==> config.mk <==
export PLATFORM = sky130hd
export DESIGN_NAME = e2q_cell
export DESIGN_NICKNAME = d
export VERILOG_FILES = /design/src/e2q_pkg.sv /design/src/e2q_cell.sv
export SDC_FILE = /design/constraint.sdc
export NUM_CORES = 1
export LEC_CHECK = 0
export BUFFER_PORTS_ARGS = -buffer_cell sky130_fd_sc_hd__buf_2
export CAP_MARGIN = 20
export CELL_PAD_IN_SITES_DETAIL_PLACEMENT = 2
export CELL_PAD_IN_SITES_GLOBAL_PLACEMENT = 2
export CORE_ASPECT_RATIO = 0.9
export CORE_MARGIN = 2
export CORE_UTILIZATION = 33
export DETAILED_ROUTE_END_ITERATION = 8
export PLACE_DENSITY_LB_ADDON = 0.3
export SLEW_MARGIN = 10
export SYNTH_ARGS = -nofsm -noshare
export SYNTH_HDL_FRONTEND = slang
export SYNTH_SLANG_ARGS = --single-unit
==> constraint.sdc <==
create_clock -name clk_i -period 0.9 [get_ports clk_i]
set_input_delay 0.225 -clock clk_i [delete_from_list [all_inputs] [get_ports clk_i]]
set_output_delay 0.225 -clock clk_i [all_outputs]
set_load 0.1 [all_outputs]
==> src/e2q_pkg.sv <==
// Package for the Euler-to-quaternion block: widths, CORDIC constants, arctangent table.
// Used by e2q_cell, e2q_prod and euler_to_quaternion.
`default_nettype none
package e2q_pkg;
  localparam int unsigned AngleW = 16;
  localparam int unsigned QuatW = 16;
  localparam int unsigned CordW = 34;    // Q30 vector with growth margin
  localparam int unsigned ZW = 34;       // pi = 2^31, plus sign and margin
  localparam int unsigned TrigW = 17;    // Q15 sine/cosine, sign included
  localparam int unsigned AtanEntries = 24;
  localparam int unsigned CordicStagesDef = 16;
  localparam logic signed [CordW-1:0] CordicGain = 34'sh026DD3B6A;
  localparam logic signed [QuatW-1:0] Q14One = 16'sd16384;

  typedef logic signed [CordW-1:0] cord_t;
  typedef logic signed [ZW-1:0] zang_t;
  typedef logic signed [TrigW-1:0] trig_t;

  typedef struct packed {
    cord_t x;
    cord_t y;
    zang_t z;
  } rot_t;

  function automatic zang_t atan_step(input int unsigned i);
    zang_t r;
    r = '0;
    unique case (i)
      0: r = 34'sh020000000;
      1: r = 34'sh012E4051E;
      2: r = 34'sh009FB385B;
      3: r = 34'sh0051111D4;
      4: r = 34'sh0028B0D43;
      5: r = 34'sh00145D7E1;
      6: r = 34'sh000A2F61E;
      7: r = 34'sh000517C55;
      8: r = 34'sh00028BE53;
      9: r = 34'sh000145F2F;
      10: r = 34'sh0000A2F98;
      11: r = 34'sh0000517CC;
      12: r = 34'sh000028BE6;
      13: r = 34'sh0000145F3;
      14: r = 34'sh00000A2F9;
      15: r = 34'sh00000517C;
      16: r = 34'sh0000028BE;
      17: r = 34'sh00000145F;
      18: r = 34'sh000000A2F;
      19: r = 34'sh000000517;
      20: r = 34'sh00000028B;
      21: r = 34'sh000000145;
      22: r = 34'sh0000000A2;
      23: r = 34'sh000000051;
      default: r = '0;
    endcase
    return r;
  endfunction
endpackage
`default_nettype wire

==> src/e2q_cell.sv <==
// One CORDIC rotation cell: three lanes (x, y, z angles) advance one micro-rotation.
// Depends on e2q_pkg.
`default_nettype none
module e2q_cell import e2q_pkg::*; #(
  parameter int unsigned Stage = 0
) (
  input  wire logic    clk_i,
  input  wire logic    rst_ni,
  input  wire logic    en_i,
  input  wire logic    valid_i,
  input  wire rot_t [2:0] rot_i,
  output logic         valid_o,
  output rot_t [2:0]   rot_o
);
  rot_t [2:0] rot_d, rot_q;
  logic valid_q;

  always_comb begin
    for (int l = 0; l < 3; l++) begin
      if (rot_i[l].z >= 0) begin
        rot_d[l].x = rot_i[l].x - (rot_i[l].y >>> Stage);
        rot_d[l].y = rot_i[l].y + (rot_i[l].x >>> Stage);
        rot_d[l].z = rot_i[l].z - atan_step(Stage);
      end else begin
        rot_d[l].x = rot_i[l].x + (rot_i[l].y >>> Stage);
        rot_d[l].y = rot_i[l].y - (rot_i[l].x >>> Stage);
        rot_d[l].z = rot_i[l].z + atan_step(Stage);
      end
    end
  end

  always_ff @(posedge clk_i or negedge rst_ni) begin
    if (!rst_ni) begin
      valid_q <= 1'b0;
    end else if (en_i) begin
      valid_q <= valid_i;
    end
  end

  always_ff @(posedge clk_i) begin
    if (en_i) begin
      rot_q <= rot_d;
    end
  end

  assign valid_o = valid_q;
  assign rot_o = rot_q;
endmodule
`default_nettype wire

==> flow_summary.json, run 1 <==
{
  "result_of_the_run": "did not finish",
  "failing_step": "detailed placement",
  "error_message": "[ERROR DPL-0033] detailed placement checks failed during check placement.",
  "synth_warnings": 0,
  "syn_area_per_cell_sq_um": 9.00,
  "floorplan.die.height_um": 272,
  "synth_edf_count": 303,
  "rows": 98,
  "synth.cell_area_sq_mm": 0.0263,
  "ys_dominant_reg_cell": "edfxtp_1",
  "dpl.hpwl_um": 150000,
  "syn_inst_count": 2928,
  "chipWidth_um": 302,
  "synth_cell_types": 91,
  "ys_seq_elements": 304,
  "synth-seq-area-share_pct": 34.6,
  "start_util_pct": 33.3,
  "placement.io_buffers": 616,
  "synth-async-reset-ratio_pct": 0.329,
  "synth_nets": 3562,
  "routabilityCongestion": 0.980,
  "io-pin-count": 617
}
kinds of logic after synthesis:
| group | count (synthesis) | share of synthesized area [%] |
|---|---|---|
| AO/OA/AOI/OAI | 983 | 23.5 |
| multiplexers | 43 | 1.64 |
| adder cells (fa/ha/maj) | 324 | 15.7 |
| AND/OR/NAND/NOR | 624 | 11.1 |
| flip-flops | 304 | 34.6 |
| XOR/XNOR | 204 | 6.78 |
| buffers and inverters | 446 | 6.66 |
synthesized netlist by cell type (all sizes together), types with 53 or more instances:
master	n	area share, %
a21oi	396	7.7
inv	314	4.5
ha	312	15
edfxtp	303	35
nor2	253	3.6
o21ai	196	3.7
xnor2	179	6.0
nand2	130	1.9
o21bai	74	2.1
clkbuf	72	1.0
a21o	60	1.7
buf	53	1.1
through the flow:
stage | std cells | instance area, sq um | hold slack, ps
floorplan | 2928 | 28400 | -70.6
global placement | 5632 | 45300 | 1.12
==> run 2, diff against run 1 <==
- CELL_PAD_IN_SITES_DETAIL_PLACEMENT: 2 -> not set
- CELL_PAD_IN_SITES_GLOBAL_PLACEMENT: 2 -> not set
- CORE_ASPECT_RATIO: 0.9 -> not set
- CORE_UTILIZATION: 33 -> 35
- PLACE_DENSITY_LB_ADDON: 0.3 -> 0.15
==> flow_summary.json, run 2 <==
{
  "grt_start_max_net_pins": 31,
  "clock_insertion_delay_worst_skew_ps": 580,
  "synth_top_cell_by_area": "edfxtp_1",
  "min_period_ps": 2560,
  "timing.final.setup_violations": 517,
  "worst-endpoint-required_ps": 1220,
  "synth_cell_types": 91,
  "area.sequential_sq_mm": 0.00913,
  "worstHoldPathType": "input port to register",
  "finClkSkew_ps": 0,
  "remaining_drc_errors": 0,
  "dpl.hpwl_um": 97200,
  "worst_slew_pin_slew_ps": 791,
  "grt_first_pass_wirelength_um": 185000,
  "worstHoldStart": "rot_i[10]",
  "grt_setup_unrepaired": "true",
  "violations": "setup timing",
  "synth-async-reset-ratio_pct": 0.329,
  "area_growth_syn_to_fin_pct": 103,
  "clock_sinks": 304,
  "gr-total-overflow": 0,
  "hold_slack_ps": 29.0,
  "clock-root-buffer": "clkbuf_16",
  "result_of_the_run": "complete, but fails checks",
  "hold_path_depth": 2,
  "syn_inst_count": 2928,
  "post_route_cells_drive_above_1_share_pct": 56.0,
  "ys_seq_elements": 304,
  "syn_area_per_cell_sq_um": 9.00,
  "ys_dominant_reg_cell": "edfxtp_1",
  "dpl-instance-area_sq_mm": 0.0452,
  "max-vdd-ir-drop_mv": 1.63,
  "floorplan.die.height_um": 278,
  "synth_edf_count": 303,
  "drt_pass1_iterations": 6,
  "critPathCaptureType": "register",
  "power_dens_cells_mw_per_mm2": 1650,
  "critPathLaunch": "rot_i[34]",
  "cp.arrival_ps": 2880,
  "timing.max_slew.rel_slack_pct": 46.6,
  "htreeDepth": 2,
  "synthTopCellsByCount": "391 x a21oi_1, 312 x ha_1, 309 x inv_1",
  "worstSetupStartpointType": "input port",
  "yosysMostFrequentCell": "a21oi_1",
  "die_area_sq_mm": 0.0775,
  "routabilityCongestion": 0.983,
  "first_iter_violations": 1885,
  "postRouteWirelength_um": 127000,
  "synth_nets": 3562,
  "stdcell_area_sq_mm": 0.0536,
  "drt.antenna.violating_nets": 0,
  "synth-seq-area-share_pct": 34.6,
  "cts.clk_slew.worst_paths_ps": 60,
  "filler_cell_count": 5248,
  "fp.coreArea_sq_mm": 0.0744,
  "postLayoutSetupSlackWorst_ps": -1660,
  "io-pin-count": 617,
  "layout.cells.most_common_list": "1131 x buf_4, 356 x buf_12, 303 x edfxtp_1",
  "via_count_of_the_first_global_routing_pass": 31300,
  "setup_total_negative_slack_ps": -415490,
  "grt_antenna_before_repair": 28,
  "multiInputGateArea_sq_mm": 0.0203,
  "rows": 100,
  "synth_warnings": 0,
  "vias": 30700,
  "track_usage_pct": 30.9,
  "period_share_pct": 284,
  "synthTopCellsByArea": "edfxtp_1 35%, ha_1 15%, a21oi_1 7.4%, xnor2_1 6.0%, inv_1 4.4%",
  "r2r-start": "valid_o$_DFFE_PN0P_",
  "wire_per_inst_um": 21.6,
  "synth.cell_area_sq_mm": 0.0263,
  "chipWidth_um": 278,
  "maximum_count_of_clock_buffers_along_a_single_path": 3,
  "timing_worst_setup_path_type": "input port to register",
  "yosysTopAreaCellShare_pct": 34.5,
  "maxClockFrequency_mhz": 391,
  "placement.io_buffers": 616,
  "start_util_pct": 35.4,
  "final_net_count": 5494,
  "most_common_cell_after_layout_fill_and_taps_aside": "buf_4",
  "tritoncts.num_buffers": 41,
  "hold_viol": 0,
  "total_leakage_power_uw": 0.0239,
  "cts_tree": "built",
  "r2r_cells": 1,
  "worst-path-max-fanout": 3,
  "timing.max_cap.violations": 0,
  "avgViaCountPerCell": 5.21,
  "max_slew_violation_total_from_the_final_report": 0,
  "largest_reg_flops": 303
}
run 2: cell counts after synthesis:
No cell type changed its count.
run 2: cell type report:
| cell class | instances | area share (%) |
|---|---|---|
| clock buffers | 46 | 2.03 |
| well taps | 969 | 2.26 |
| repair buffers | 2014 | 37.5 |
| diodes | 17 | 0.0794 |
| inverters | 321 | 2.63 |
| clock inverters | 29 | 0.572 |
| flip-flops and latches | 304 | 17.0 |
| multi-input cells | 2178 | 37.9 |
run 2: report_power, final:
part | internal [uW] | total, uW | switching [uW] | leakage (uW)
clock | 10200 | 17300 | 7080 | 0.000667
sequential | 18400 | 20400 | 1960 | 0.00298
combinational | 21100 | 50500 | 29400 | 0.0203
total | 49700 | 88200 | 38500 | 0.0239
run 2: worst max-delay path, stage by stage:
cell and delay [ps]:
buf_12 120, buf_12 120, buf_6 110, ha_4 160, fa_2 370, inv_2 80, a21oi_4 60, o221ai_2 170
a311o_1 290, a31oi_4 130, o21ai_4 280, a31oi_4 150, o21a_1 190, a311o_1 290, xnor2_1 130
run 2: cell families (layout without fill, tap and decap cells):
| kind of cell | Yosys count | count (layout) | share of synthesized area, % |
|---|---|---|---|
| flip-flops | 304 | 304 | 34.6 |
| AO/OA/AOI/OAI | 983 | 983 | 23.5 |
| AND/OR/NAND/NOR | 624 | 624 | 11.1 |
| multiplexers | 43 | 43 | 1.64 |
| buffers and inverters | 446 | 2410 | 6.66 |
| other | 0 | 17 | 0 |
| adder cells (fa/ha/maj) | 324 | 324 | 15.7 |
| XOR/XNOR | 204 | 204 | 6.78 |
run 2: repair_timing:
action                                  4_1_cts  5_1_grt
buffers inserted                            120       95
resized for setup                           700      326
hold endpoints to repair                     88        0
hold buffers                                 89        0
cloned                                       10        2
endpoints found under the setup margin      517      517
pin swaps                                   391      297
run 2: path summary, 6_finish.rpt:
path                                        end  slack, ps
setup reg to reg            valid_o$_DFFE_PN0P_         20
setup / recovery           rot_o[100]$_DFFE_PP_      -1660
max in group asynchronous   valid_o$_DFFE_PN0P_        300
min in group asynchronous   valid_o$_DFFE_PN0P_        470
hold / removal              rot_o[10]$_DFFE_PP_         30
hold reg to reg             valid_o$_DFFE_PN0P_        610
run 2: metrics by stage:
stage | power, uW | worst slack, ps | utilization [%] | cells
finish | 88200 | -1660 | 71.9 | 5878
global route | 90900 | -1740 | 71.9 | 5876
CTS | 86300 | -1530 | 69.3 | 5792
detailed placement | 65000 | -2520 | 60.6 | 5534
global placement | 64900 | -2440 | 60.6 | 5534
floorplan | 44600 | -1800 | - | 2928
run 2: metal layers:
layer,part of all wire (%),GRT usage [%],vias up
met3,6.5,6.24,331
met1,38,35.9,14800
met2,49,53.6,1165
met4,6.0,16.2,18
li1,-,-,14400
met5,0.088,0,-
Power figures use the tool's default switching activity.
==> run 3, diff against run 2 <==
- RECOVER_POWER: not set -> 50
==> flow_summary.json, run 3 (synthesis gave the netlist of run 2 again) <==
{
  "worstSetupStartpointType": "input port",
  "timing_worst_setup_path_type": "input port to register",
  "rows": 100,
  "wire_per_inst_um": 21.6,
  "timing.max_cap.violations": 0,
  "clock-root-buffer": "clkbuf_16",
  "dpl_worst_slack_ps": -2520,
  "area_growth_syn_to_fin_pct": 103,
  "floorplan.die.height_um": 278,
  "min_period_ps": 2550,
  "worst-endpoint-required_ps": 1220,
  "postLayoutSetupSlackWorst_ps": -1650,
  "tritoncts.num_buffers": 41,
  "post_route_cells_drive_above_1_share_pct": 55.9,
  "grt_first_pass_wirelength_um": 185000,
  "via_count_of_the_first_global_routing_pass": 31300,
  "grt_setup_unrepaired": "true",
  "dp_cells": 5534,
  "clock_insertion_delay_worst_skew_ps": 590,
  "dpl.hpwl_um": 97200,
  "placement.io_buffers": 616,
  "final_core_util_pct": 71.9,
  "io-pin-count": 617,
  "final_net_count": 5494,
  "worstHoldPathType": "input port to register",
  "most_common_cell_after_layout_fill_and_taps_aside": "buf_4",
  "maxClockFrequency_mhz": 392,
  "cts_tree": "built",
  "grt_antenna_before_repair": 28,
  "fp.coreArea_sq_mm": 0.0744,
  "max-vdd-ir-drop_mv": 1.62,
  "avgViaCountPerCell": 5.23,
  "htreeDepth": 2,
  "routabilityCongestion": 0.983,
  "postRouteWirelength_um": 127000,
  "worst_slew_pin_slew_ps": 815,
  "vias": 30700,
  "gr-total-overflow": 0,
  "multiInputGateArea_sq_mm": 0.0203,
  "timing.final.setup_violations": 769,
  "track_usage_pct": 30.9,
  "drt.antenna.violating_nets": 0,
  "cp.arrival_ps": 2870,
  "worst-path-max-fanout": 3,
  "grt_start_max_net_pins": 31,
  "instances_no_fill": 5877,
  "filler_cell_count": 5264,
  "clock_sinks": 304,
  "finClkSkew_ps": 0,
  "power_dens_cells_mw_per_mm2": 1650,
  "critPathCaptureType": "register",
  "remaining_drc_errors": 0,
  "layout.cells.most_common_list": "1125 x buf_4, 353 x buf_12, 303 x edfxtp_1",
  "hold_viol": 0,
  "stdcell_area_sq_mm": 0.0535,
  "first_iter_violations": 1905,
  "drt_pass1_iterations": 6,
  "chipWidth_um": 278,
  "dpl-instance-area_sq_mm": 0.0452,
  "timing.max_slew.rel_slack_pct": 45.0,
  "area.sequential_sq_mm": 0.00913,
  "violations": "setup timing",
  "die_area_sq_mm": 0.0775,
  "result_of_the_run": "complete, but fails checks",
  "total_leakage_power_uw": 0.0239,
  "largest_reg_flops": 303,
  "start_util_pct": 35.4,
  "max_slew_violation_total_from_the_final_report": 0,
  "cts.clk_slew.worst_paths_ps": 60,
  "setup_total_negative_slack_ps": -464970,
  "maximum_count_of_clock_buffers_along_a_single_path": 3,
  "period_share_pct": 283
}
## run 3: changes by cell type in the layout (fill, tap and decap cells not counted), sizes merged
| cell | before | now |
|---|---|---|
| buf | 1921 | 1911 |
| clkbuf | 49 | 59 |
| diode | 17 | 16 |
## run 3: path summary, 6_finish.rpt
path	cells past startpoint	slack [ps]	end	from
hold reg to reg	1	610	valid_o$_DFFE_PN0P_	valid_o$_DFFE_PN0P_
setup / recovery	15	-1650	rot_o[100]$_DFFE_PP_	rot_i[34]
hold / removal	3	50	rot_o[237]$_DFFE_PP_	rot_i[237]
setup reg to reg	1	20	valid_o$_DFFE_PN0P_	valid_o$_DFFE_PN0P_
max in group asynchronous	3	300	valid_o$_DFFE_PN0P_	rst_ni
min in group asynchronous	3	470	valid_o$_DFFE_PN0P_	rst_ni
## run 3: critical path, stage by stage
cell and delay [ps]:
buf_12 120, buf_12 120, buf_6 110, ha_4 160
fa_2 370, inv_2 80, a21oi_4 60, o221ai_2 170
a311o_1 280, a31oi_4 130, o21ai_4 280, a31oi_4 150
o21a_1 190, a311o_1 290, xnor2_1 130
## run 3: metal layers
layer | GRT usage [%] | wire (um) | vias up
li1 | - | - | 14400
met1 | 35.9 | 48300 | 14800
met2 | 53.6 | 61700 | 1228
met3 | 6.24 | 8970 | 349
met4 | 16.2 | 7860 | 18
met5 | 0 | 112 | -
## run 3: stage by stage
step                      hold slack, ps  total power, uW
final                               51.4            88100
after global routing                45.1            90900
after CTS                           6.79            86300
after detailed placement           0.731            65000
after global placement             0.107            64900
after floorplan                    -70.6            44600
## run 3: cell type report
cell class | count | area share, %
repair buffers | 2014 | 37.4
well taps | 969 | 2.27
flip-flops and latches | 304 | 17.1
inverters | 321 | 2.63
clock inverters | 29 | 0.573
clock buffers | 46 | 2.03
diodes | 16 | 0.0748
multi-input cells | 2178 | 37.9
## run 3: what timing repair did
action | 4_1_cts | 5_1_grt
hold buffers | 89 | 0
endpoints found under the hold margin | 88 | 0
resized for setup | 700 | 326
pin swaps | 391 | 297
gates cloned | 10 | 2
setup buffers | 120 | 95
setup endpoints to repair | 517 | 517
## run 3: power breakdown
group          total, uW  switching, uW  internal, uW
sequential         20400           1960         18400
combinational      50500          29400         21100
clock              17300           7080         10200
